## src/hw/rtl/rgt_ram.sv

```systemverilog
// Single-port-write, single-port-read synchronous RAM with registered read data.
module rgt_ram #(
  parameter int Width = 32,
  parameter int Depth = 16,
  parameter int Aw    = 4
) (
  input  logic             clk_i,
  input  logic             we_i,
  input  logic [Aw-1:0]    waddr_i,
  input  logic [Width-1:0] wdata_i,
  input  logic [Aw-1:0]    raddr_i,
  output logic [Width-1:0] rdata_o
);

  logic [Width-1:0] mem [Depth];
  logic [Width-1:0] rdata_q;

  always_ff @(posedge clk_i) begin
    if (we_i) begin
      mem[waddr_i] <= wdata_i;
    end
    rdata_q <= mem[raddr_i];
  end

  assign rdata_o = rdata_q;

endmodule

```

## config.mk

```make
export PLATFORM = sky130hd
export DESIGN_NAME = rgt_ram
export DESIGN_NICKNAME = d
export VERILOG_FILES = /design/src/hw/rtl/rgt_ram.sv
export SDC_FILE = /design/constraint.sdc
export NUM_CORES = 1
export LEC_CHECK = 0
export BUFFER_PORTS_ARGS = -buffer_cell sky130_fd_sc_hd__buf_2
export CORE_MARGIN = 2
export CORE_UTILIZATION = 25
export CTS_BUF_LIST = sky130_fd_sc_hd__clkbuf_2 sky130_fd_sc_hd__clkbuf_4 sky130_fd_sc_hd__clkbuf_8
export DETAILED_ROUTE_END_ITERATION = 8
export GPL_TIMING_DRIVEN = 0
export PLACE_DENSITY_LB_ADDON = 0.2
export SETUP_SLACK_MARGIN = 0.15
export SLEW_MARGIN = 5
export SYNTH_ARGS = -nofsm -noshare
export SYNTH_HDL_FRONTEND = slang
export SYNTH_SLANG_ARGS = --single-unit
export TNS_END_PERCENT = 1
```

## constraint.sdc

```tcl
create_clock -name clk_i -period 3.4 [get_ports clk_i]
set_input_delay 0.34 -clock clk_i [delete_from_list [all_inputs] [get_ports clk_i]]
set_output_delay 0.34 -clock clk_i [all_outputs]
set_load 0.01 [all_outputs]
```

==> results.py, run 1 <==
metrics = {
    "outcome": {
        "outcome": "completed",
    },
    "clock_tree": {
        "root_buffer": "clkbuf_8",
        "ctsResizeCount": 0,
        "cts.sinks": 544,
        "cts_buffer_depth": 3,
        "cts_buffers": 95,
        "h-tree-depth": 3,
        "worstSkewPairLatency_ps": 680,
        "cts_tree": "built",
        "cts_setup_buffers": 0,
        "clk_pin_slew_ps": 60,
    },
    "min_path": {
        "hold_class": "input port to flip-flop",
    },
    "synthesis": {
        "synth_top_area_share_pct": 77.4,
        "syn_inst": 838,
        "ys_ff_latch": 544,
        "yosysWarnings": 0,
        "synth_area_leaders": "edfxtp_1 77%, mux4_2 15%, dfxtp_1 3.2%",
        "synth_area_leader_cell": "edfxtp_1",
        "ys_types": 18,
        "syn_area_per_cell_sq_um": 23.7,
        "syn_nets": 880,
        "yosysSeqAreaShare_pct": 80.7,
        "syn_area_sq_um": 19900,
    },
    "grt": {
        "globalRoute.totalOverflow": 0,
        "grt_pass1_wl_mm": 71.6,
        "grt_pass1_vias": 10300,
        "antenna_found_initial": 4,
        "grt_usage_pct": 12.2,
        "grt_max_degree": 22,
    },
    "drt": {
        "wl_per_cell_um": 22.5,
        "first_pass_iters": 4,
        "routed_wl_mm": 49.3,
        "via_count": 9472,
        "drc": 0,
        "viasPerCell": 4.32,
        "drt_iter0_drc": 740,
        "ant_nets": 0,
    },
    "setup_path": {
        "endpoint_kind": "flip-flop",
        "cpMaxStageDelayCell": "nor3_4",
        "worstSetupStartpointType": "input port",
        "ff2ff_setup_slack_ps": 1940,
        "cp.required_ps": 3760,
        "critPathArrivalTime_ps": 2240,
        "path_max_fanout": 12,
        "critPathKind": "input port to flip-flop",
        "path_cells": "buf_2 > or3b_2 > nor3_4 > buf_16 > buf_8",
        "max_stage_delay_ps": 740,
    },
    "die": {
        "rows": 103,
        "floorplan.initialDensity_pct": 25.2,
        "fp.dieW_um": 286,
        "fp.coreArea_sq_um": 78700,
        "num_io_pins": 74,
        "design.die.area_sq_um": 81700,
        "fp.dieH_um": 286,
    },
    "flow_run": {
        "cap_viol_max_count": 0,
    },
    "power_and_ir_drop": {
        "power_frac_comb_pct": 5.4,
        "switching_power_w": 0.00312,
        "p_leak_nw": 7.79,
        "ir_worst_vdd_uv": 242,
        "clkPwrFrac_pct": 41.4,
        "internal-power_w": 0.0110,
        "pwr-share-seq_pct": 53.2,
        "p_per_area_nw_per_um2": 581,
        "switching_share_pct": 22.0,
    },
    "timing": {
        "fin_worst_skew_ps": 23.4,
        "setup_viol": 0,
        "finalCritPeriodShare_pct": 55.2,
        "worst_pin_slew_ps": 1030,
        "relSlewSlack_pct": 31.1,
        "rsz0062_at_grt": "no",
        "hold_violations": 0,
        "min_period_ps": 1880,
        "slew_violations": 0,
        "finalSetupTns_ps": 0,
        "clock.fmax_mhz": 533,
        "worst_slack_ps": 1520,
    },
    "final_layout": {
        "layout_common_cells": "512 x edfxtp_1, 128 x mux4_2, 104 x clkbuf_8",
        "area_growth_pct": 22.8,
        "drive_gt1_share_pct": 36.5,
        "finalInstanceArea_sq_um": 24400,
        "fin_nets": 1108,
        "fin_util_pct": 31.0,
        "final_common_cell": "edfxtp_1",
    },
    "place": {
        "place_ws_ps": 797,
        "dp_hpwl_mm": 31.4,
        "gp_congestion": 0.654,
        "place_area_sq_um": 22200,
        "io_buffer_count": 71,
    },
}
[layer usage]
layer / global-route usage, % / vias up / share of wire, %
li1: - / 4058 / -
met1: 17.2 / 5099 / 47
met2: 18.5 / 230 / 46
met3: 2.99 / 79 / 5.2
met4: 4.25 / 6 / 2.1
met5: 0 / - / 0.093
[synthesized netlist by cell type]
cell type	n
edfxtp_1	512
mux4_2	128
a22oi_1	64
nand2_1	33
dfxtp_1	32
clkbuf_1	17
nor2_1	13
buf_4	11
buf_1	9
buf_2	4
nor3_1	4
buf_6	2
nand2b_1	2
nand3b_1	2
nor2b_1	2
and2_1	1
nand3_1	1
or3b_2	1
[worst paths after layout]
kind / cells past startpoint / start / endpoint
setup / recovery: 5 / waddr_i[2] / mem[0][29]
hold / removal: 1 / wdata_i[31] / mem[11][31]
setup reg to reg: 3 / mem[11][18] / rdata_o[18]
hold reg to reg: 3 / mem[13][4] / rdata_o[4]
[worst max-delay path, delay by kind of cell]
kind / cells / cell delay (ps)
buf+inv: 3 / 540
simple gates: 2 / 1340
[registers in the layout (all words and copies together), names as in the netlist]
register  flops
mem         512
rdata_o      32
[area by class of cell]
type                            instances  area [sq um]
Fill cell                            7561         54400
Sequential cell                       544         16000
Multi-Input combinational cell        251          3730
Clock buffer                          143          1720
Tap cell                             1050          1310
Timing Repair Buffer                  131          1230
Buffer                                 43           223
Clock inverter                         31           138
Antenna cell                            1          2.50
[per-stage QoR]
stage	total power [W]	hold WS [ps]	instances
finish	0.0142	61.9	2194
global route	0.0147	29.4	2194
CTS	0.0144	0.326	2193
detailed placement	0.00843	680	1992
global placement	0.00839	684	1959
floorplan	0.00805	439	838
[power groups by stage]
stage,Sequential (W),Combinational [W],Clock (W)
2_1_floorplan,0.00769,0.000360,0
3_3_place_gp,0.00768,0.000710,0
3_5_place_dp,0.00768,0.000757,0
4_1_cts,0.00754,0.000785,0.00608
5_1_grt,0.00755,0.000825,0.00636
6_report,0.00754,0.000758,0.00586
[cells by family after synthesis]
kind of cell	count (synthesis)	share of synthesized area, %
mux	128	14.5
simple gates	59	1.27
buf+inv	43	1.12
flops	544	80.7
compound gates	64	2.42
[timing repair]
item / in CTS / in global routing
endpoints found under the hold margin: 288 / 0
hold buffers: 27 / 0
setup endpoints to repair: 0 / 0
Note: power is estimated with default switching activity, not from simulation.
==> run 2, diff against run 1 <==
==> constraint.sdc (replaced) <==
create_clock -name clk_i -period 1.6 [get_ports clk_i]
set_input_delay 0.16 -clock clk_i [delete_from_list [all_inputs] [get_ports clk_i]]
set_output_delay 0.16 -clock clk_i [all_outputs]
set_load 0.01 [all_outputs]
==> run 2 against run 1 <==
Cell count up 0.18%. Core utilization up 0.25 points. Worst hold slack better by 57 ps. Non-clock buffer count down 2. Register-to-register slack worse by 1800 ps. Global-route usage up 0.16 points. Routed wire length up 1.4%. Count of clock-buffer cells in the layout up 12. Worst setup slack worse by 1400 ps. Via count down 0.45%.
==> results.py, run 2 (synthesis gave the netlist of run 1 again) <==
metrics = {
    "drt": {
        "viasPerCell": 4.29,
        "route.met3.wl_mm": 2.59,
        "drt_iter0_drc": 722,
        "routed_wl_mm": 50.0,
        "via_count": 9429,
        "ant_nets": 0,
        "wl_met1_mm": 23.2,
        "dr_wl_met2_mm": 23.4,
        "top_layer": "met5",
        "first_pass_iters": 5,
        "wl_per_cell_um": 22.8,
        "drc": 0,
    },
    "final_layout": {
        "fin_nets": 1108,
        "regMostFlops": "mem",
        "largest_reg_flops": 512,
        "diodes": 0,
        "finalInstanceArea_sq_um": 24600,
        "drive_gt1_share_pct": 37.2,
        "fin_util_pct": 31.2,
        "fill_cells": 7555,
        "area_growth_pct": 23.8,
        "final_common_cell": "edfxtp_1",
        "layout_common_cells": "512 x edfxtp_1, 128 x mux4_2, 105 x clkbuf_8",
    },
    "clock_tree": {
        "cts_tree": "built",
        "clk_pin_slew_ps": 60,
        "h-tree-depth": 3,
        "root_buffer": "clkbuf_8",
        "cts.sinks": 544,
        "worstSkewPairLatency_ps": 660,
        "cts_buffer_depth": 3,
        "cts_buffers": 97,
    },
    "die": {
        "fp.dieW_um": 286,
        "fp.dieH_um": 286,
        "fp.coreArea_sq_um": 78700,
        "floorplan.initialDensity_pct": 25.2,
        "rows": 103,
        "num_io_pins": 74,
        "design.die.area_sq_um": 81700,
    },
    "power_and_ir_drop": {
        "power.total_w": 0.0309,
        "p_leak_nw": 7.88,
        "switching_power_w": 0.00666,
        "switching_share_pct": 21.5,
        "clkPwrFrac_pct": 42.9,
        "pwr-share-seq_pct": 51.8,
        "internal-power_w": 0.0243,
        "ir_worst_vdd_uv": 510,
        "p_per_area_nw_per_um2": 1260,
        "power_frac_comb_pct": 5.3,
    },
    "grt": {
        "grt_max_degree": 22,
        "grt_pass1_vias": 10400,
        "grt_usage_pct": 12.4,
        "globalRoute.totalOverflow": 0,
        "antenna_found_initial": 1,
        "grt_pass1_wl_mm": 72.9,
    },
    "timing": {
        "finalCritPeriodShare_pct": 93.0,
        "fin_worst_skew_ps": 22.9,
        "rsz0062_at_grt": "yes",
        "clock.fmax_mhz": 672,
        "hold_violations": 0,
        "min_period_ps": 1490,
        "slew_violations": 0,
        "relSlewSlack_pct": 37.1,
        "setup_viol": 0,
        "whs_ps": 119,
        "worst_pin_slew_ps": 943,
    },
    "setup_path": {
        "path_max_fanout": 12,
        "endpoint_kind": "flip-flop",
        "max_stage_delay_ps": 700,
        "path_cells": "buf_2 > nand3b_1 > nor3_4 > buf_8 > buf_16",
        "cp.required_ps": 1960,
        "path_delay_family": "simple AND/OR/NAND/NOR gates",
        "path_buf_inv": 3,
        "critPathKind": "input port to flip-flop",
        "worstSetupStartpointType": "input port",
        "critPathArrivalTime_ps": 1850,
        "cpMaxStageDelayCell": "nor3_4",
    },
    "flow_run": {
        "cap_viol_max_count": 0,
    },
    "outcome": {
        "outcome": "completed",
    },
    "place": {
        "gp_congestion": 0.651,
        "place_area_sq_um": 22200,
        "io_buffer_count": 71,
        "dp_hpwl_mm": 31.3,
    },
    "min_path": {
        "hold_class": "input port to flip-flop",
    },
}
-- run 2: cell count changes in the layout (fill, tap and decap cells not counted), sizes merged --
cell / before / now
diode: 1 / 0
clkbuf: 160 / 173
clkinv: 27 / 21
clkdlybuf4s15: 0 / 1
inv: 1 / 0
dlygate4sd3: 27 / 32
bufinv: 0 / 3
clkinvlp: 3 / 2
buf: 130 / 121
-- run 2: area by class of cell --
class / count / area [sq um] / area share (%)
plain buffers: 43 / 231 / 0.942
clock buffers: 155 / 1820 / 7.41
clock inverters: 26 / 189 / 0.769
multi-input cells: 251 / 3760 / 15.3
flip-flops and latches: 544 / 16000 / 65.2
well taps: 1050 / 1310 / 5.35
repair buffers: 129 / 1240 / 5.05
-- run 2: final timing paths --
path	startpoint	endpoint	slack (ps)	cells past startpoint
worst max-delay path	waddr_i[2]	mem[8][7]	110	5
worst min-delay path	waddr_i[1]	mem[8][31]	120	2
worst max register to register	mem[11][19]	rdata_o[19]	150	3
worst min register to register	mem[15][26]	rdata_o[26]	690	3
-- run 2: what timing repair did --
item	4_1_cts	5_1_grt
hold buffers	32	0
pin swaps	1	0
endpoints found under the hold margin	512	0
buffers inserted	1	0
gates cloned	0	0
endpoints found under the setup margin	15	33
resized for setup	1	5
-- run 2: power by group through the flow --
stage	Combinational (W)	Sequential (W)	Clock, W
after floorplan	0.000778	0.0163	0
after global placement	0.00153	0.0163	0
after detailed placement	0.00162	0.0163	0
after CTS	0.00169	0.0160	0.0137
after global routing	0.00178	0.0160	0.0143
final	0.00163	0.0160	0.0133
-- run 2: routing by layer --
metal,up-vias,GRT usage [%]
met2,240,19.4
met4,2,3.63
met3,66,2.78
met1,5063,17.3
met5,-,0
li1,4058,-
-- run 2: metrics by stage --
step,cells,worst slack (ps),setup TNS (ps)
2_1_floorplan,838,-269,-48410
3_3_place_gp,1959,-1670,-683350
3_5_place_dp,1984,-712,-170700
4_1_cts,2198,101,0
5_1_grt,2198,75.9,0
6_report,2198,112,0
